## src/hw/rtl/fpms_pkg.sv

```systemverilog
// ----------------------------------------------------------------------------
// fpms_pkg
// Shared types and constants of the first pattern match search block.
// ----------------------------------------------------------------------------
package fpms_pkg;

	localparam int PATTERN_MAX_DEF   = 32;
	localparam int POSITION_BITS_DEF = 32;

	// pattern storage is fixed by the four 64-bit pattern registers
	localparam int PATTERN_BYTES = 32;
	localparam int PATTERN_W     = 8 * PATTERN_BYTES;
	localparam int LENGTH_W      = 6;
	localparam int POSITION_W    = 32;
	localparam int PADDR_W       = 6;
	localparam int PDATA_W       = 64;

	typedef enum logic [2:0] {
		REG_PATTERN_0 = 3'd0,
		REG_PATTERN_1 = 3'd1,
		REG_PATTERN_2 = 3'd2,
		REG_PATTERN_3 = 3'd3,
		REG_LENGTH    = 3'd4
	} reg_idx_t;

	typedef struct packed {
		logic update;
		logic clear;
	} cell_ctrl_t;

	typedef struct packed {
		logic                  found;
		logic [POSITION_W-1:0] position;
	} result_t;

endpackage

```

## src/hw/rtl/fpms_cfg.sv

```systemverilog
// ----------------------------------------------------------------------------
// fpms_cfg
// APB register file holding the pattern bytes and the pattern length.
// ----------------------------------------------------------------------------
module fpms_cfg (
	input  logic                           clk,
	input  logic                           arst_n,
	input  logic                           psel,
	input  logic                           penable,
	input  logic                           pwrite,
	input  logic [fpms_pkg::PADDR_W-1:0]   paddr,
	input  logic [fpms_pkg::PDATA_W-1:0]   pwdata,
	output logic [fpms_pkg::PDATA_W-1:0]   prdata,
	output logic                           pready,
	output logic [fpms_pkg::PATTERN_W-1:0] pattern,
	output logic [fpms_pkg::LENGTH_W-1:0]  length
);

	logic [fpms_pkg::PDATA_W-1:0]  word_q [4];
	logic [fpms_pkg::LENGTH_W-1:0] length_q;
	fpms_pkg::reg_idx_t            idx;
	logic                          wr_en;

	assign pready = 1'b1;
	assign idx    = fpms_pkg::reg_idx_t'(paddr[fpms_pkg::PADDR_W-1:3]);
	assign wr_en  = psel && penable && pwrite;

	always_ff @(posedge clk or negedge arst_n) begin
		if (!arst_n) begin
			word_q[0] <= '0;
			word_q[1] <= '0;
			word_q[2] <= '0;
			word_q[3] <= '0;
			length_q  <= fpms_pkg::LENGTH_W'(1);
		end else if (wr_en) begin
			case (idx)
				fpms_pkg::REG_PATTERN_0: word_q[0] <= pwdata;
				fpms_pkg::REG_PATTERN_1: word_q[1] <= pwdata;
				fpms_pkg::REG_PATTERN_2: word_q[2] <= pwdata;
				fpms_pkg::REG_PATTERN_3: word_q[3] <= pwdata;
				fpms_pkg::REG_LENGTH:    length_q  <= pwdata[fpms_pkg::LENGTH_W-1:0];
				default: ;
			endcase
		end
	end

	always_comb begin
		case (idx)
			fpms_pkg::REG_PATTERN_0: prdata = word_q[0];
			fpms_pkg::REG_PATTERN_1: prdata = word_q[1];
			fpms_pkg::REG_PATTERN_2: prdata = word_q[2];
			fpms_pkg::REG_PATTERN_3: prdata = word_q[3];
			fpms_pkg::REG_LENGTH:    prdata = fpms_pkg::PDATA_W'(length_q);
			default:                 prdata = '0;
		endcase
	end

	assign pattern = {word_q[3], word_q[2], word_q[1], word_q[0]};
	assign length  = length_q;

endmodule

```

## src/hw/rtl/fpms_cell.sv

```systemverilog
// ----------------------------------------------------------------------------
// fpms_cell
// One match cell: compares its pattern byte and holds one progress bit.
// ----------------------------------------------------------------------------
module fpms_cell #(
	parameter int INDEX    = 0,
	parameter int LEN_BITS = 6
) (
	input  logic                clk,
	input  logic                arst_n,
	input  fpms_pkg::cell_ctrl_t ctrl,
	input  logic [7:0]          text_byte,
	input  logic [7:0]          pat_byte,
	input  logic [LEN_BITS-1:0] len_eff,
	input  logic                prev_bit,
	output logic                prog_bit,
	output logic                hit
);

	logic prog_q;
	logic prog_d;

	// bit k set when the last k+1 text bytes equal pattern bytes 0..k
	assign prog_d = prev_bit && (pat_byte == text_byte) && (LEN_BITS'(INDEX) < len_eff);
	assign hit    = prog_d && (LEN_BITS'(INDEX + 1) == len_eff);

	always_ff @(posedge clk or negedge arst_n) begin
		if (!arst_n) begin
			prog_q <= 1'b0;
		end else if (ctrl.clear) begin
			prog_q <= 1'b0;
		end else if (ctrl.update) begin
			prog_q <= prog_d;
		end
	end

	assign prog_bit = prog_q;

endmodule

```

## src/hw/rtl/fpms_outq.sv

```systemverilog
// ----------------------------------------------------------------------------
// fpms_outq
// Two-entry result queue between the cell row and the result channel.
// ----------------------------------------------------------------------------
module fpms_outq (
	input  logic              clk,
	input  logic              arst_n,
	input  logic              push,
	input  fpms_pkg::result_t push_data,
	output logic              full,
	output logic              result_valid,
	input  logic              result_stall,
	output fpms_pkg::result_t head
);

	fpms_pkg::result_t slot0_q;
	fpms_pkg::result_t slot1_q;
	logic [1:0]        count_q;
	logic              pop;

	assign result_valid = (count_q != 2'd0);
	assign full         = (count_q == 2'd2);
	assign pop          = result_valid && !result_stall;
	assign head         = slot0_q;

	always_ff @(posedge clk or negedge arst_n) begin
		if (!arst_n) begin
			count_q <= 2'd0;
		end else begin
			case ({push, pop})
				2'b10:   count_q <= count_q + 2'd1;
				2'b01:   count_q <= count_q - 2'd1;
				default: ;
			endcase
		end
	end

	always_ff @(posedge clk) begin
		case ({push, pop})
			2'b10: begin
				if (count_q == 2'd0) begin
					slot0_q <= push_data;
				end else begin
					slot1_q <= push_data;
				end
			end
			2'b01: begin
				slot0_q <= slot1_q;
			end
			2'b11: begin
				if (count_q == 2'd1) begin
					slot0_q <= push_data;
				end else begin
					slot0_q <= slot1_q;
					slot1_q <= push_data;
				end
			end
			default: ;
		endcase
	end

endmodule

```

## src/hw/rtl/first_pattern_match_search_top.sv

```systemverilog
// ----------------------------------------------------------------------------
// first_pattern_match_search_top
// Streams text bytes through a row of match cells and reports the first match.
// ----------------------------------------------------------------------------
// Takes one text byte per cycle unless stalled, through a row of PATTERN_MAX
// cells, each comparing one pattern byte and passing its progress bit to the
// next cell. A result beat (found and start position, or not-found on the
// last byte) enters a two-entry queue in the cycle after its byte is
// accepted; text_stall rises only while both queue entries are held.
// Pattern and length are written over APB at 8*index and apply from the next
// byte; length 0 acts as 1 and lengths above PATTERN_MAX act as PATTERN_MAX.
module first_pattern_match_search_top #(
	parameter int PATTERN_MAX   = fpms_pkg::PATTERN_MAX_DEF,
	parameter int POSITION_BITS = fpms_pkg::POSITION_BITS_DEF
) (
	input  logic                            clk,
	input  logic                            arst_n,
	input  logic                            psel,
	input  logic                            penable,
	input  logic                            pwrite,
	input  logic [fpms_pkg::PADDR_W-1:0]    paddr,
	input  logic [fpms_pkg::PDATA_W-1:0]    pwdata,
	output logic [fpms_pkg::PDATA_W-1:0]    prdata,
	output logic                            pready,
	input  logic                            text_valid,
	output logic                            text_stall,
	input  logic [7:0]                      text_byte,
	input  logic                            is_last,
	output logic                            result_valid,
	input  logic                            result_stall,
	output logic                            found,
	output logic [fpms_pkg::POSITION_W-1:0] position
);

	localparam int LEN_BITS = $clog2(PATTERN_MAX + 1);

	logic [fpms_pkg::PATTERN_W-1:0] pattern;
	logic [fpms_pkg::LENGTH_W-1:0]  length_raw;
	logic [LEN_BITS-1:0]            len_eff;
	logic [LEN_BITS-1:0]            len_m1;
	logic [PATTERN_MAX-1:0]         prog;
	logic [PATTERN_MAX-1:0]         hits;
	logic [POSITION_BITS-1:0]       byte_counter_q;
	logic [POSITION_BITS-1:0]       start;
	logic                           already_found_q;
	logic                           accept;
	logic                           match;
	logic                           push;
	logic                           full;
	fpms_pkg::cell_ctrl_t           ctrl;
	fpms_pkg::result_t              res_d;
	fpms_pkg::result_t              head;

	fpms_cfg u_cfg (
		.clk     (clk),
		.arst_n  (arst_n),
		.psel    (psel),
		.penable (penable),
		.pwrite  (pwrite),
		.paddr   (paddr),
		.pwdata  (pwdata),
		.prdata  (prdata),
		.pready  (pready),
		.pattern (pattern),
		.length  (length_raw)
	);

	always_comb begin
		if (length_raw == '0) begin
			len_eff = LEN_BITS'(1);
		end else if (7'(length_raw) > 7'(PATTERN_MAX)) begin
			len_eff = LEN_BITS'(PATTERN_MAX);
		end else begin
			len_eff = LEN_BITS'(length_raw);
		end
	end

	assign accept      = text_valid && !text_stall;
	assign text_stall  = full;
	assign ctrl.update = accept && !already_found_q;
	assign ctrl.clear  = accept && is_last;

	for (genvar k = 0; k < PATTERN_MAX; k++) begin : g_cell
		logic prev_bit;
		if (k == 0) begin : g_head
			assign prev_bit = 1'b1;
		end else begin : g_link
			assign prev_bit = prog[k-1];
		end
		fpms_cell #(
			.INDEX    (k),
			.LEN_BITS (LEN_BITS)
		) u_cell (
			.clk       (clk),
			.arst_n    (arst_n),
			.ctrl      (ctrl),
			.text_byte (text_byte),
			.pat_byte  (pattern[8*k +: 8]),
			.len_eff   (len_eff),
			.prev_bit  (prev_bit),
			.prog_bit  (prog[k]),
			.hit       (hits[k])
		);
	end

	assign match  = |hits;
	assign len_m1 = len_eff - LEN_BITS'(1);
	assign start  = byte_counter_q - POSITION_BITS'(len_m1);

	assign push           = ctrl.update && (match || is_last);
	assign res_d.found    = match;
	assign res_d.position = match ? fpms_pkg::POSITION_W'(start) : '0;

	always_ff @(posedge clk or negedge arst_n) begin
		if (!arst_n) begin
			byte_counter_q  <= '0;
			already_found_q <= 1'b0;
		end else if (accept) begin
			if (is_last) begin
				byte_counter_q  <= '0;
				already_found_q <= 1'b0;
			end else begin
				if (byte_counter_q != '1) begin
					byte_counter_q <= byte_counter_q + POSITION_BITS'(1);
				end
				if (ctrl.update && match) begin
					already_found_q <= 1'b1;
				end
			end
		end
	end

	fpms_outq u_outq (
		.clk          (clk),
		.arst_n       (arst_n),
		.push         (push),
		.push_data    (res_d),
		.full         (full),
		.result_valid (result_valid),
		.result_stall (result_stall),
		.head         (head)
	);

	assign found    = head.found;
	assign position = head.position;

endmodule

```

## config.mk

```make
export PLATFORM = sky130hd
export DESIGN_NAME = first_pattern_match_search_top
export DESIGN_NICKNAME = d
export VERILOG_FILES = /design/src/hw/rtl/fpms_pkg.sv /design/src/hw/rtl/fpms_cfg.sv /design/src/hw/rtl/fpms_cell.sv /design/src/hw/rtl/fpms_outq.sv /design/src/hw/rtl/first_pattern_match_search_top.sv
export SDC_FILE = /design/constraint.sdc
export NUM_CORES = 1
export LEC_CHECK = 0
export ABC_CLOCK_PERIOD_IN_PS = 10220
export BUFFER_PORTS_ARGS = -buffer_cell sky130_fd_sc_hd__buf_4
export CAP_MARGIN = 20
export CELL_PAD_IN_SITES_DETAIL_PLACEMENT = 0
export CELL_PAD_IN_SITES_GLOBAL_PLACEMENT = 2
export CORE_MARGIN = 2
export CORE_UTILIZATION = 44
export DETAILED_ROUTE_END_ITERATION = 8
export PLACE_DENSITY_LB_ADDON = 0.05
export SLEW_MARGIN = 20
export SYNTH_ARGS = -nofsm -noshare
export SYNTH_HDL_FRONTEND = slang
export SYNTH_SLANG_ARGS = --single-unit
```

## constraint.sdc

```tcl
create_clock -name clk -period 10.22 [get_ports clk]
set_input_delay 0.511 -clock clk [delete_from_list [all_inputs] [get_ports clk]]
set_output_delay 0.511 -clock clk [all_outputs]
set_load 0.01 [all_outputs]
```

==> Implementation_results.wiki, run 1 <==
{| class="wikitable"
! Metric !! Value
|-
| Reg-to-reg startpoint || u_cfg.length[3]$_DFFE_PN0P_
|-
| Area growth from synthesis to final layout || 15.2%
|-
| Number of I/O port buffers || between 150 and 200
|-
| Number of unique standard cell types used by synthesis || 72
|-
| Final critical delay including setup and external delays || between 5 and 6 ns
|-
| Total routing resource utilization after global routing || 0.261
|-
| Biggest fanout along the worst timing path || 35
|-
| Quantity of gates resized following cts || 0
|-
| Yosys Warn Count || 0
|-
| Share of total power in the clock network || 0.318
|-
| Required time at the worst-slack endpoint || approximately 11 ns
|-
| Max Slew Vio Count || 0
|-
| Library cell used as clock root buffer || sky130_fd_sc_hd__clkbuf_16
|-
| Diode insertion count for antenna repair || 0
|-
| Kind of end point of the critical path || register
|-
| Most frequently used flop master after synthesis || sky130_fd_sc_hd__dfrtp_1
|-
| Final HPWL from detailed placement || 42,700 um
|-
| Cells taking the most area after synthesis || sky130_fd_sc_hd__dfrtp_1, sky130_fd_sc_hd__mux2_2, sky130_fd_sc_hd__xnor2_1
|-
| Worst setup path class || register to register
|-
| Routed WL per cell || 24.8 um
|-
| Total power || roughly 5100 uW
|-
| NumNets Final || 2,088
|-
| Timing endpoint of the critical path || u_outq.head[15]$_DFFE_PP_
|-
| Number of design-rule violations left by the first detailed-router iteration || ~900
|-
| Vertical die dimension || ~220 um
|-
| Maximum frequency from static timing analysis || approximately 170 MHz
|-
| Total Die Area || ~50,000 sq um
|-
| Cell area power density || ~200 nW/um^2
|-
| Antenna violations before repair || 0
|-
| Result of the run || finished, final reports clean
|-
| Switch Pwr || ~1600 uW
|-
| Number of failing hold endpoints at the final stage || 0
|-
| Share of the core filled with cells || 0.515
|-
| Top library cells by usage in the layout, fill and taps aside || sky130_fd_sc_hd__dfrtp_1, sky130_fd_sc_hd__xnor2_1, sky130_fd_sc_hd__mux2_2
|-
| Launch point of the worst path || u_cfg.length[3]$_DFFE_PN0P_
|-
| Worst slew margin relative to its limit || 0.317
|-
| Sequential share of power || 0.426
|-
| Most common cell after layout, fill and taps aside || sky130_fd_sc_hd__dfrtp_1
|-
| Cell type with the highest aggregate area in the netlist || sky130_fd_sc_hd__dfrtp_1
|-
| Part of the power in combinational logic || 0.256
|-
| Actual transition at the worst max-transition pin || between 1 and 1.5 ns
|-
| Initial core utilization || 0.447
|-
| Number of flops mapped to enable cells by yosys || 66
|-
| Remaining number of nets flagged by the antenna check after routing || 0
|-
| Crit path arrival time || between 6 and 7 ns
|-
| Clock Sinks || approximately 390
|-
| Gr ovfl total || 0
|-
| Clk_lat worst skew || roughly 0.6 ns
|-
| DR vias/cell || approximately 5.8
|-
| Post-detailed-routing wire length || approximately 65,000 um
|-
| Class of the worst hold path || input port to async pin
|-
| Max-cap viol count || 0
|-
| RR Endpoint || u_outq.head[15]$_DFFE_PP_
|-
| Part of the Yosys area used for sequential elements || 0.477
|-
| CTS Hold Buffers Added || 0
|-
| Maximum number of pins on one net before global-route repair || between 150 and 200
|-
| Depth of the worst register-to-register path || 18
|-
| Clock Skews || roughly 0.017 ns
|-
| Post-synth design cell area || around 21,000 sq um
|-
| Launching element type of the critical path || register
|-
| Async set or reset register ratio after synthesis || 0.832
|-
| Average instance area after synthesis || about 11 sq um
|-
| H-tree depth || 2
|-
| Setup repair after global routing missed its margin || no
|-
| Wire length of the first global-routing pass || roughly 100,000 um
|-
| Clock-pin slew of the registers on the worst-case setup and hold paths || about 0.060 ns
|-
| Register-to-register setup slack || approximately 4.5 ns
|-
| Maximum vdd ir drop || approximately 0.13 mV
|-
| I/O pin cnt || 186
|-
| Remaining DRCs || 0
|-
| Vias in the first global route || 16,200
|-
| Detailed-router iteration count before antenna repair || 5
|-
| Standard-cell rows || 80
|-
| Post-route fraction of the period consumed by the critical path || 0.564
|-
| Share of cells above drive strength 1 || 0.283
|-
| Horizontal extent of the die || around 220 um
|-
| Share of Yosys cell area claimed by the top area cell type || 0.383
|-
| Cells after synthesis || 1,871
|-
| Core Footprint || about 48,000 sq um
|-
| Internal power || ~3500 uW
|-
| CTS Buf Count || 46
|-
| Total Neg Setup Slack || 0 ns
|-
| Fraction of power spent switching nets || 0.314
|-
| Maximum buffer depth of the clock tree || 3
|-
| Setup fix buffers added after clock tree synthesis || 0
|-
| TritonCTS clock tree || built
|-
| Total of flip-flops plus latches after synthesis || just under 400
|-
| Via count of the routed design || 15,300
|-
| Leakage power summed over all cells || 0.0101 uW
|-
| Final count of negative-setup-slack endpoints || 0
|-
| Routability congestion estimate || approximately 0.87
|}
==> per-stage QoR <==
| step | worst slack (ns) | instances | instance area, sq um | hold WS [ns] |
|---|---|---|---|---|
| floorplan | 4.56 | 1872 | 21400 | 0.215 |
| global placement | 4.37 | 2548 | 23100 | 0.453 |
| detailed placement | 4.31 | 2548 | 23100 | 0.459 |
| CTS | 4.28 | 2630 | 24600 | 0.0526 |
| global route | 4.11 | 2632 | 24600 | 0.0962 |
| finish | 4.46 | 2632 | 24600 | 0.0293 |
==> synthesized netlist by cell type (3+ instances only) <==
cell                        count
sky130_fd_sc_hd__o22ai_1        6
sky130_fd_sc_hd__and4_1         3
sky130_fd_sc_hd__o21ai_2        5
sky130_fd_sc_hd__nor2_1       103
sky130_fd_sc_hd__xor2_1        33
sky130_fd_sc_hd__or3_1         16
sky130_fd_sc_hd__dfrtp_1      327
sky130_fd_sc_hd__buf_2         38
sky130_fd_sc_hd__inv_1         21
sky130_fd_sc_hd__a221o_1       57
sky130_fd_sc_hd__nor2b_1       11
sky130_fd_sc_hd__o21ai_1       26
sky130_fd_sc_hd__edfxtp_1      66
sky130_fd_sc_hd__ha_1          18
sky130_fd_sc_hd__buf_6          8
sky130_fd_sc_hd__or2_2          4
sky130_fd_sc_hd__a31oi_1        7
sky130_fd_sc_hd__o211ai_1      10
sky130_fd_sc_hd__a22o_1        80
sky130_fd_sc_hd__clkbuf_1      85
sky130_fd_sc_hd__o21ai_0       24
sky130_fd_sc_hd__mux2_2       268
sky130_fd_sc_hd__a41oi_1        3
sky130_fd_sc_hd__buf_4          3
sky130_fd_sc_hd__a32oi_1        3
sky130_fd_sc_hd__nor3_1        40
sky130_fd_sc_hd__nand2_1       86
sky130_fd_sc_hd__and3_1         9
sky130_fd_sc_hd__nor3b_1        3
sky130_fd_sc_hd__nor4_1        32
sky130_fd_sc_hd__nand4_1       54
sky130_fd_sc_hd__and2_1         7
sky130_fd_sc_hd__nand3_1       41
sky130_fd_sc_hd__a22oi_1       19
sky130_fd_sc_hd__o2111ai_1      4
sky130_fd_sc_hd__or4_1          4
sky130_fd_sc_hd__a21oi_1       17
sky130_fd_sc_hd__buf_1          6
sky130_fd_sc_hd__xnor2_1      274
sky130_fd_sc_hd__o21a_1         4
sky130_fd_sc_hd__nand2b_1       4
sky130_fd_sc_hd__o31ai_1        3
==> power groups by stage <==
stage / combinational, uW / sequential, uW / clock (uW)
detailed placement: 1290 / 2190 / 0
CTS: 1300 / 2160 / 1650
global route: 1420 / 2200 / 1720
finish: 1300 / 2160 / 1620
floorplan: 839 / 2140 / 0
global placement: 1280 / 2180 / 0
==> metal layers <==
metal,GRT usage,wire length (um),vias to the layer above
met2,0.459,32700,332
li1,-,-,7048
met1,0.336,28600,7870
met5,0,0,-
met3,0.0349,2440,96
met4,0.0733,1510,0
==> worst max-delay path, stage by stage (launching register included) <==
cell and delay, ns:
sky130_fd_sc_hd__dfrtp_1 0.99, sky130_fd_sc_hd__nor3_1 0.14, sky130_fd_sc_hd__nor2_1 0.12, sky130_fd_sc_hd__nor2_1 0.09, sky130_fd_sc_hd__inv_1 0.17, sky130_fd_sc_hd__ha_1 0.52
sky130_fd_sc_hd__nand3_1 0.34, sky130_fd_sc_hd__nor4b_1 0.28, sky130_fd_sc_hd__a22oi_1 0.22, sky130_fd_sc_hd__o2111ai_1 0.36, sky130_fd_sc_hd__nor4_4 0.29, sky130_fd_sc_hd__buf_4 0.42
sky130_fd_sc_hd__a21boi_0 0.22, sky130_fd_sc_hd__ha_1 0.32, sky130_fd_sc_hd__nand2_1 0.10, sky130_fd_sc_hd__nand2_1 0.16, sky130_fd_sc_hd__o41ai_4 0.10, sky130_fd_sc_hd__buf_4 0.43
sky130_fd_sc_hd__o21ai_0 0.18
==> cell families (layout without fill, tap and decap cells) <==
kind of cell,Yosys count,count (layout),synth area share
fa+ha+maj,19,19,0.0115
other cells,1,2,0.000175
mux,268,268,0.141
compound gates,286,286,0.106
buf+inv,162,307,0.0340
flops,394,394,0.477
xor+xnor,307,307,0.126
simple gates,434,434,0.105
==> flip-flops by register name, summed over array words and instances (netlist names) <==
| signal | count |
|---|---|
| g_cell.u_cell.prog_bit | 31 |
| byte_counter_q | 32 |
| u_cfg.pattern | 256 |
| u_cfg.length | 6 |
| already_found_q | 1 |
| u_outq.count_q | 2 |
| u_outq.head | 33 |
| u_outq.slot1_q | 33 |
==> final cells by class <==
cell class / count / area, sq um
fill: 4314 / 23200
clock buffer: 71 / 1360
sequential: 394 / 10200
tap: 615 / 769
multi-input combinational: 1316 / 10500
clock inverter: 11 / 98.8
timing repair buffer: 203 / 1580
inverter: 22 / 82.6
==> how the worst min path moves through the flow <==
stage               slack, ns  depth (start not counted)                                   start                                      to
floorplan                0.22                          0                                  arst_n             already_found_q$_DFFE_PN0P_
global placement         0.45                          1  g_cell[22].u_cell.prog_bit$_DFFE_PN0P_  g_cell[22].u_cell.prog_bit$_DFFE_PN0P_
detailed placement       0.46                          1  g_cell[22].u_cell.prog_bit$_DFFE_PN0P_  g_cell[22].u_cell.prog_bit$_DFFE_PN0P_
CTS                      0.05                          1                                  arst_n          u_cfg.pattern[162]$_DFFE_PN0P_
global route              0.1                          1                                  arst_n          u_cfg.pattern[162]$_DFFE_PN0P_
finish                   0.03                          1                                  arst_n          u_cfg.pattern[162]$_DFFE_PN0P_
No activity file was read; power rests on OpenSTA's default activity.
==> run 2: changes to the inputs <==
--- a/config.mk
+++ b/config.mk
@@ -5,13 +5,13 @@
 export SDC_FILE = /design/constraint.sdc
 export NUM_CORES = 1
 export LEC_CHECK = 0
-export ABC_CLOCK_PERIOD_IN_PS = 10220
+export ABC_CLOCK_PERIOD_IN_PS = 5990
 export BUFFER_PORTS_ARGS = -buffer_cell sky130_fd_sc_hd__buf_4
 export CAP_MARGIN = 20
 export CELL_PAD_IN_SITES_DETAIL_PLACEMENT = 0
 export CELL_PAD_IN_SITES_GLOBAL_PLACEMENT = 2
 export CORE_MARGIN = 2
-export CORE_UTILIZATION = 44
+export CORE_UTILIZATION = 41
 export DETAILED_ROUTE_END_ITERATION = 8
 export PLACE_DENSITY_LB_ADDON = 0.05
 export SLEW_MARGIN = 20
==> constraint.sdc (replaced) <==
create_clock -name clk -period 5.99 [get_ports clk]
set_input_delay 0.2995 -clock clk [delete_from_list [all_inputs] [get_ports clk]]
set_output_delay 0.2995 -clock clk [all_outputs]
set_load 0.01 [all_outputs]
==> Implementation_results.wiki, run 2 (synthesis results as in run 1) <==
{| class="wikitable"
! Metric !! Value
|-
| H-tree depth || 2 (unchanged)
|-
| RR Endpoint || u_outq.head[6]$_DFFE_PP_
|-
| Depth of the worst register-to-register path || 19 (+1)
|-
| Total Neg Setup Slack || 0 ns (unchanged)
|-
| Reg-to-reg startpoint || u_cfg.length[1]$_DFFE_PN0P_
|-
| Initial core utilization || 0.416 (-0.0309)
|-
| Final count of negative-setup-slack endpoints || 0 (unchanged)
|-
| Required time at the worst-slack endpoint || 6.40 ns (-4.12 ns)
|-
| Setup repair after global routing missed its margin || no
|-
| Share of total power in the clock network || 0.316 (-0.002)
|-
| Library cell used as clock root buffer || sky130_fd_sc_hd__clkbuf_16
|-
| Maximum buffer depth of the clock tree || 3 (unchanged)
|-
| Setup fix buffers added after clock tree synthesis || 0 (unchanged)
|-
| CTS Buf Count || 46 (unchanged)
|-
| Vias in the first global route || 16,200 (+0.22%)
|-
| Number of I/O port buffers || 181 (unchanged)
|-
| Launch point of the worst path || u_cfg.length[1]$_DFFE_PN0P_
|-
| Timing endpoint of the critical path || u_outq.head[6]$_DFFE_PP_
|-
| NumNets Final || 2,158 (+3.4%)
|-
| Max stage delay on crit path || 0.65 ns (-0.34 ns)
|-
| Fraction of power spent switching nets || 0.319 (+0.00567)
|-
| Worst slew margin relative to its limit || 0.211 (-0.106)
|-
| Antenna violations before repair || 1 (+1)
|-
| Gr ovfl total || 0 (unchanged)
|-
| Biggest fanout along the worst timing path || 23 (-34%)
|-
| Crit path cell chain || or2_2 -> nor3_1 -> nor2_1 -> nor2_1 -> inv_1 -> ha_1 -> nand2_1 -> nor2_1 -> nor4_1 -> a22oi_1 -> nand4_1 -> nor4_4 -> a21boi_0 -> ha_1 -> nand2_1 -> nand2_1 -> o41ai_4 -> buf_4 -> o21ai_1
|-
| Sequential share of power || 0.422 (-0.004)
|-
| Max-cap viol count || 0 (unchanged)
|-
| Routability congestion estimate || 0.900 (+3.3%)
|-
| Clock-pin slew of the registers on the worst-case setup and hold paths || 0.06 ns (about the same)
|-
| Share of cells above drive strength 1 || 0.282 (about the same)
|-
| Via count of the routed design || 15,600 (+1.8%)
|-
| Clk_lat worst skew || 0.58 ns (about the same)
|-
| Result of the run || finished, final reports clean
|-
| Diode insertion count for antenna repair || 0 (unchanged)
|-
| Cell count after placement || 2,622 (+2.9%)
|-
| Hold slack || 0.0389 ns (+0.00967 ns)
|-
| Class of the worst hold path || input port to register
|-
| Routed WL per cell || 24.2 um (-2.4%)
|-
| Standard-cell rows || 83 (+3.8%)
|-
| Non-filler instance count after layout || 2,769 (+5.2%)
|-
| CP max-delay cell || sky130_fd_sc_hd__nor4_1
|-
| Detailed-router iteration count before antenna repair || 5 (unchanged)
|-
| Clock Sinks || 394 (unchanged)
|-
| Worst path buffer plus inverter count || 2 (-1)
|-
| I/O pin cnt || 186 (unchanged)
|-
| Startpoint of the lowest-slack hold path || pwdata[2]
|-
| DR vias/cell || 5.64 (-3.2%)
|-
| Wire length of the first global-routing pass || 103,000 um (+2.9%)
|-
| Vertical die dimension || 232 um (+3.5%)
|-
| Number of design-rule violations left by the first detailed-router iteration || 980 (+8.8%)
|-
| Part of the power in combinational logic || 0.262 (+0.006)
|-
| Post-route fraction of the period consumed by the critical path || 0.877 (+0.313)
|-
| Horizontal extent of the die || 232 um (+3.5%)
|-
| Number of failing hold endpoints at the final stage || 0 (unchanged)
|-
| Core Footprint || 51,400 sq um (+7.4%)
|-
| Cell depth of the worst setup path || 19 (+1)
|-
| Maximum vdd ir drop || 0.224 mV (+77%)
|-
| Crit path arrival time || 5.67 ns (-0.40 ns)
|-
| Most common cell after layout, fill and taps aside || sky130_fd_sc_hd__dfrtp_1
|-
| Total Die Area || 54,000 sq um (+7.2%)
|-
| Top library cells by usage in the layout, fill and taps aside || sky130_fd_sc_hd__dfrtp_1, sky130_fd_sc_hd__xnor2_1, sky130_fd_sc_hd__mux2_2
|-
| Final HPWL from detailed placement || 44,300 um (+3.6%)
|-
| Max Slew Vio Count || 0 (unchanged)
|-
| Final critical delay including setup and external delays || 5.25 ns (-0.512 ns)
|-
| Remaining DRCs || 0 (unchanged)
|-
| Kind of end point of the critical path || register
|-
| Actual transition at the worst max-transition pin || 1.17 ns (+0.149 ns)
|-
| Area growth from synthesis to final layout || 18.7%
|-
| Maximum frequency from static timing analysis || 190 MHz (+9.8%)
|-
| Leakage power summed over all cells || 0.0104 uW (+3.1%)
|-
| Launching element type of the critical path || register
|-
| Flip-flop count of the largest register, all copies and words added || 256 (unchanged)
|-
| Total routing resource utilization after global routing || 0.251 (-0.00953)
|-
| Register-to-register setup slack || 0.74 ns (-3.72 ns)
|-
| Switch Pwr || 2780 uW (+74%)
|-
| TritonCTS clock tree || built
|-
| Cell area power density || 343 nW/um^2 (+66%)
|-
| Clock Skews || 0.0212 ns (+0.00465 ns)
|-
| Post-detailed-routing wire length || 67,100 um (+2.7%)
|-
| Remaining number of nets flagged by the antenna check after routing || 0 (unchanged)
|-
| Internal power || 5920 uW (+70%)
|-
| Maximum number of pins on one net before global-route repair || 129 (-19%)
|-
| Worst setup path class || register to register
|-
| Kind of cell adding the most delay to the critical path || simple AND/OR/NAND/NOR gates
|}
-- run 2: changes by cell type in the layout (fill, tap and decap cells not counted), sizes merged --
cell | previous run | this run
buf | 203 | 210
bufinv | 2 | 0
clkbuf | 71 | 65
clkinv | 9 | 15
clkinvlp | 0 | 2
dlygate4sd3 | 0 | 63
inv | 22 | 24
-- run 2: cell type report --
| type | count | area, sq um |
|---|---|---|
| clock buffers | 65 | 1370 |
| clock inverters | 19 | 103 |
| fillers | 4688 | 26000 |
| inverters | 22 | 82.6 |
| multi-input cells | 1316 | 10500 |
| flip-flops and latches | 394 | 10200 |
| well taps | 680 | 851 |
| repair buffers | 273 | 2260 |
-- run 2: worst min path at each step --
stage	end	slack, ns	cells after the start
6_report	u_cfg.pattern[194]$_DFFE_PN0P_	0.04	2
5_1_grt	u_cfg.pattern[0]$_DFFE_PN0P_	0.03	2
4_1_cts	u_cfg.pattern[64]$_DFFE_PN0P_	0.005	2
3_5_place_dp	u_cfg.pattern[96]$_DFFE_PN0P_	0.35	1
3_3_place_gp	u_cfg.pattern[96]$_DFFE_PN0P_	0.35	1
2_1_floorplan	already_found_q$_DFFE_PN0P_	0.004	0
-- run 2: stage by stage --
step                      power (uW)  utilization  worst slack, ns  area (sq um)
after floorplan                 5080            -            0.334         21400
after global placement          5940        0.452            0.958         23300
after detailed placement        5990        0.453            0.825         23300
after CTS                       8810        0.494            0.777         25400
after global routing            9150        0.494            0.347         25400
final                           8700        0.494            0.739         25400
-- run 2: power by group through the flow --
stage / clock, uW / sequential [uW] / combinational [uW]
floorplan: 0 / 3650 / 1430
global placement: 0 / 3710 / 2230
detailed placement: 0 / 3720 / 2260
CTS: 2830 / 3680 / 2310
global route: 2930 / 3750 / 2480
finish: 2750 / 3670 / 2270
-- run 2: metal layers --
layer / track usage / up-vias / share of wire
met5: 0 / - / 0
met1: 0.325 / 8027 / 0.44
met4: 0.0677 / 0 / 0.022
met2: 0.442 / 311 / 0.51
li1: - / 7197 / -
met3: 0.0306 / 93 / 0.036
-- run 2: repair_timing --
item                      4_1_cts  5_1_grt
hold buffers                   63        0
gates resized for setup         0        0
hold endpoints to repair      325        0
-- run 2: worst register-to-register path, delay by kind of cell (launching register included) --
kind / cells / cell delay, ns
AOI/OAI and AO/OA: 4 / 0.85
adders and majority gates: 2 / 0.73
buffers and inverters: 2 / 0.48
DFF: 1 / 0.52
and+or+nand+nor: 11 / 2.53
==> run 3: changes to the inputs <==
--- a/config.mk
+++ b/config.mk
@@ -7,7 +7,7 @@
 export LEC_CHECK = 0
 export ABC_CLOCK_PERIOD_IN_PS = 5990
 export BUFFER_PORTS_ARGS = -buffer_cell sky130_fd_sc_hd__buf_4
-export CAP_MARGIN = 20
+export CAP_MARGIN = 0
 export CELL_PAD_IN_SITES_DETAIL_PLACEMENT = 0
 export CELL_PAD_IN_SITES_GLOBAL_PLACEMENT = 2
 export CORE_MARGIN = 2
==> constraint.sdc (replaced) <==
create_clock -name clk -period 5.99 [get_ports clk]
set_input_delay 0.8985 -clock clk [delete_from_list [all_inputs] [get_ports clk]]
set_output_delay 0.8985 -clock clk [all_outputs]
set_load 0.01 [all_outputs]
==> Implementation_results.wiki, run 3 (synthesis results as in run 1) <==
{| class="wikitable"
! Metric !! Value
|-
| Result of the run || finished, final reports clean
|-
| Gr ovfl total || 0 (unchanged)
|-
| Setup repair after global routing missed its margin || no
|-
| Depth of the worst register-to-register path || 19 (unchanged)
|-
| Routability congestion estimate || 0.874 (-2.9%)
|-
| Uppermost signal routing layer after detailed routing || met4
|-
| Cell count after placement || 2,629 (+0.27%)
|-
| Antenna violations before repair || 0 (-1)
|-
| CP max-delay cell || sky130_fd_sc_hd__nor4_1
|-
| Area growth from synthesis to final layout || 16.2%
|-
| Core Footprint || 51,400 sq um (unchanged)
|-
| Cell area power density || 349 nW/um^2 (+1.8%)
|-
| Most common cell after layout, fill and taps aside || sky130_fd_sc_hd__dfrtp_1
|-
| Post-route fraction of the period consumed by the critical path || 0.872 (-0.00435)
|-
| Clk_lat worst skew || 0.58 ns (about the same)
|-
| Remaining DRCs || 0 (unchanged)
|-
| Number of design-rule violations left by the first detailed-router iteration || 944 (-3.7%)
|-
| Worst path buffer plus inverter count || 2 (unchanged)
|-
| Maximum number of pins on one net before global-route repair || 124 (-3.9%)
|-
| Worst setup path class || register to register
|-
| Flip-flop count of the largest register, all copies and words added || 256 (unchanged)
|-
| H-tree depth || 2 (unchanged)
|-
| Quantity of gates resized following cts || 0 (unchanged)
|-
| Clock-pin slew of the registers on the worst-case setup and hold paths || 0.06 ns (about the same)
|-
| Final HPWL from detailed placement || 44,200 um (-0.32%)
|-
| Horizontal extent of the die || 232 um (unchanged)
|-
| Met3 WL post-DR || 2650 um (+8.1%)
|-
| Number of I/O port buffers || 181 (unchanged)
|-
| RR Endpoint || u_outq.head[21]$_DFFE_PP_
|-
| Kind of cell adding the most delay to the critical path || simple AND/OR/NAND/NOR gates
|-
| Total routing resource utilization after global routing || 0.245 (-0.00562)
|-
| Top library cells by usage in the layout, fill and taps aside || sky130_fd_sc_hd__dfrtp_1, sky130_fd_sc_hd__xnor2_1, sky130_fd_sc_hd__mux2_2
|-
| Standard-cell rows || 83 (unchanged)
|-
| Vertical die dimension || 232 um (unchanged)
|-
| Non-filler instance count after layout || 2,712 (-2.1%)
|-
| Library cell used as clock root buffer || sky130_fd_sc_hd__clkbuf_16
|-
| Kind of end point of the critical path || register
|-
| Final count of negative-setup-slack endpoints || 0 (unchanged)
|-
| Clock Skews || 0.0211 ns (-0.0000901 ns)
|-
| Clock Sinks || 394 (unchanged)
|-
| NumNets Final || 2,102 (-2.6%)
|-
| Cell repeated most along the worst path || sky130_fd_sc_hd__nor2_1
|-
| Class of the worst hold path || input port to async pin
|-
| Filler Cell Count || 4,782 (+2.0%)
|-
| Biggest fanout along the worst timing path || 21 (-8.7%)
|-
| Final critical delay including setup and external delays || 5.23 ns (-0.0261 ns)
|-
| Routed WL per cell || 24.4 um (+0.75%)
|-
| Total Die Area || 54,000 sq um (unchanged)
|-
| Max Slew Vio Count || 0 (unchanged)
|-
| Leakage power summed over all cells || 0.0102 uW (-2.2%)
|-
| Required time at the worst-slack endpoint || 6.42 ns (+0.02 ns)
|-
| Met1 Routed Length || 28,600 um (-2.3%)
|-
| Register-to-register setup slack || 0.76 ns (+0.03 ns)
|-
| Maximum buffer depth of the clock tree || 3 (unchanged)
|-
| Reg-to-reg startpoint || u_cfg.length[2]$_DFFE_PN0P_
|-
| CTS Buf Count || 46 (unchanged)
|-
| Actual transition at the worst max-transition pin || 0.940 ns (-0.233 ns)
|-
| Worst slew margin relative to its limit || 0.371 (+0.160)
|-
| Max-cap viol count || 0 (unchanged)
|-
| Maximum frequency from static timing analysis || 191 MHz (+0.50%)
|-
| Total Neg Setup Slack || 0 ns (unchanged)
|-
| Wire length of the first global-routing pass || 99,400 um (-3.0%)
|-
| I/O pin cnt || 186 (unchanged)
|-
| Initial core utilization || 0.416 (unchanged)
|-
| Crit path arrival time || 5.65 ns (-0.02 ns)
|-
| CTS Hold Buffers Added || 0 (-100%)
|-
| Crit path cell chain || or2_2 -> nor3_1 -> nor2_1 -> nor2_1 -> inv_1 -> ha_1 -> nand2b_1 -> nor2_1 -> nor4_1 -> a22oi_1 -> o2111ai_1 -> nor4_4 -> a21boi_0 -> ha_1 -> nand2_1 -> nand2_1 -> o41ai_4 -> buf_4 -> o21ai_1
|-
| Vias in the first global route || 15,700 (-3.2%)
|-
| TritonCTS clock tree || built
|-
| Share of cells above drive strength 1 || 0.290 (+0.00792)
|-
| Max stage delay on crit path || 0.66 ns (about the same)
|-
| Post-detailed-routing wire length || 66,200 um (-1.3%)
|-
| Launching element type of the critical path || register
|-
| Maximum vdd ir drop || 0.220 mV (-1.8%)
|-
| Detailed-router iteration count before antenna repair || 5 (unchanged)
|-
| Via count of the routed design || 15,400 (-1.7%)
|-
| Diode insertion count for antenna repair || 0 (unchanged)
|-
| DR vias/cell || 5.66 (+0.35%)
|-
| Remaining number of nets flagged by the antenna check after routing || 0 (unchanged)
|-
| Number of failing hold endpoints at the final stage || 0 (unchanged)
|-
| Setup fix buffers added after clock tree synthesis || 0 (unchanged)
|-
| Met2 routed WL || 33,300 um (-2.0%)
|}
==> run 3: changes by cell type in the layout (fill, tap and decap cells not counted), sizes merged, moves of 2 or more <==
cell         delta
buf             +7
clkbuf          +7
clkinv          -7
bufinv          +2
inv             -2
dlygate4sd3    -63
==> run 3: routing by layer <==
metal  up-vias  GRT usage
met3        90     0.0336
met4         0     0.0747
met2       335      0.426
met5         -          0
li1       7077          -
met1      7858      0.316
==> run 3: worst max-delay path by stage <==
stage,start,end,slack (ns),cells past startpoint
2_1_floorplan,u_cfg.length[4]$_DFFE_PN0P_,u_outq.slot1_q[0]$_DFFE_PP_,0.33,20
3_3_place_gp,u_cfg.length[2]$_DFFE_PN0P_,u_outq.head[21]$_DFFE_PP_,0.87,19
3_5_place_dp,u_cfg.length[2]$_DFFE_PN0P_,u_outq.head[21]$_DFFE_PP_,0.84,19
4_1_cts,u_cfg.length[2]$_DFFE_PN0P_,u_outq.head[21]$_DFFE_PP_,0.81,19
5_1_grt,u_cfg.length[2]$_DFFE_PN0P_,u_outq.head[23]$_DFFE_PP_,0.40,19
6_report,u_cfg.length[2]$_DFFE_PN0P_,u_outq.head[21]$_DFFE_PP_,0.76,19
==> run 3: area by class of cell <==
cell class	instances	area, sq um	share of cell area
Sequential cell	394	10200	0.410
Multi-Input combinational cell	1316	10500	0.424
Tap cell	680	851	0.0342
Timing Repair Buffer	217	1710	0.0689
Inverter	22	82.6	0.00332
Clock buffer	72	1350	0.0543
Clock inverter	11	119	0.00478
==> run 3: stage by stage <==
| step | hold WS (ns) | cell area [sq um] | worst slack, ns | util | power (uW) |
|---|---|---|---|---|---|
| after CTS | 0.374 | 24800 | 0.810 | 0.483 | 8760 |
| after global routing | 0.380 | 24800 | 0.402 | 0.483 | 9110 |
| final | 0.325 | 24800 | 0.765 | 0.483 | 8660 |
| after detailed placement | 0.462 | 23400 | 0.843 | 0.455 | 5970 |
| after global placement | 0.456 | 23400 | 0.866 | 0.455 | 5940 |
| after floorplan | 0.439 | 21400 | 0.334 | - | 5080 |
==> run 3: power by group <==
part	internal, uW	total [uW]	leakage (uW)	switching [uW]
clock	1630	2760	0.000720	1130
combinational	1050	2230	0.00456	1180
sequential	3250	3670	0.00491	413
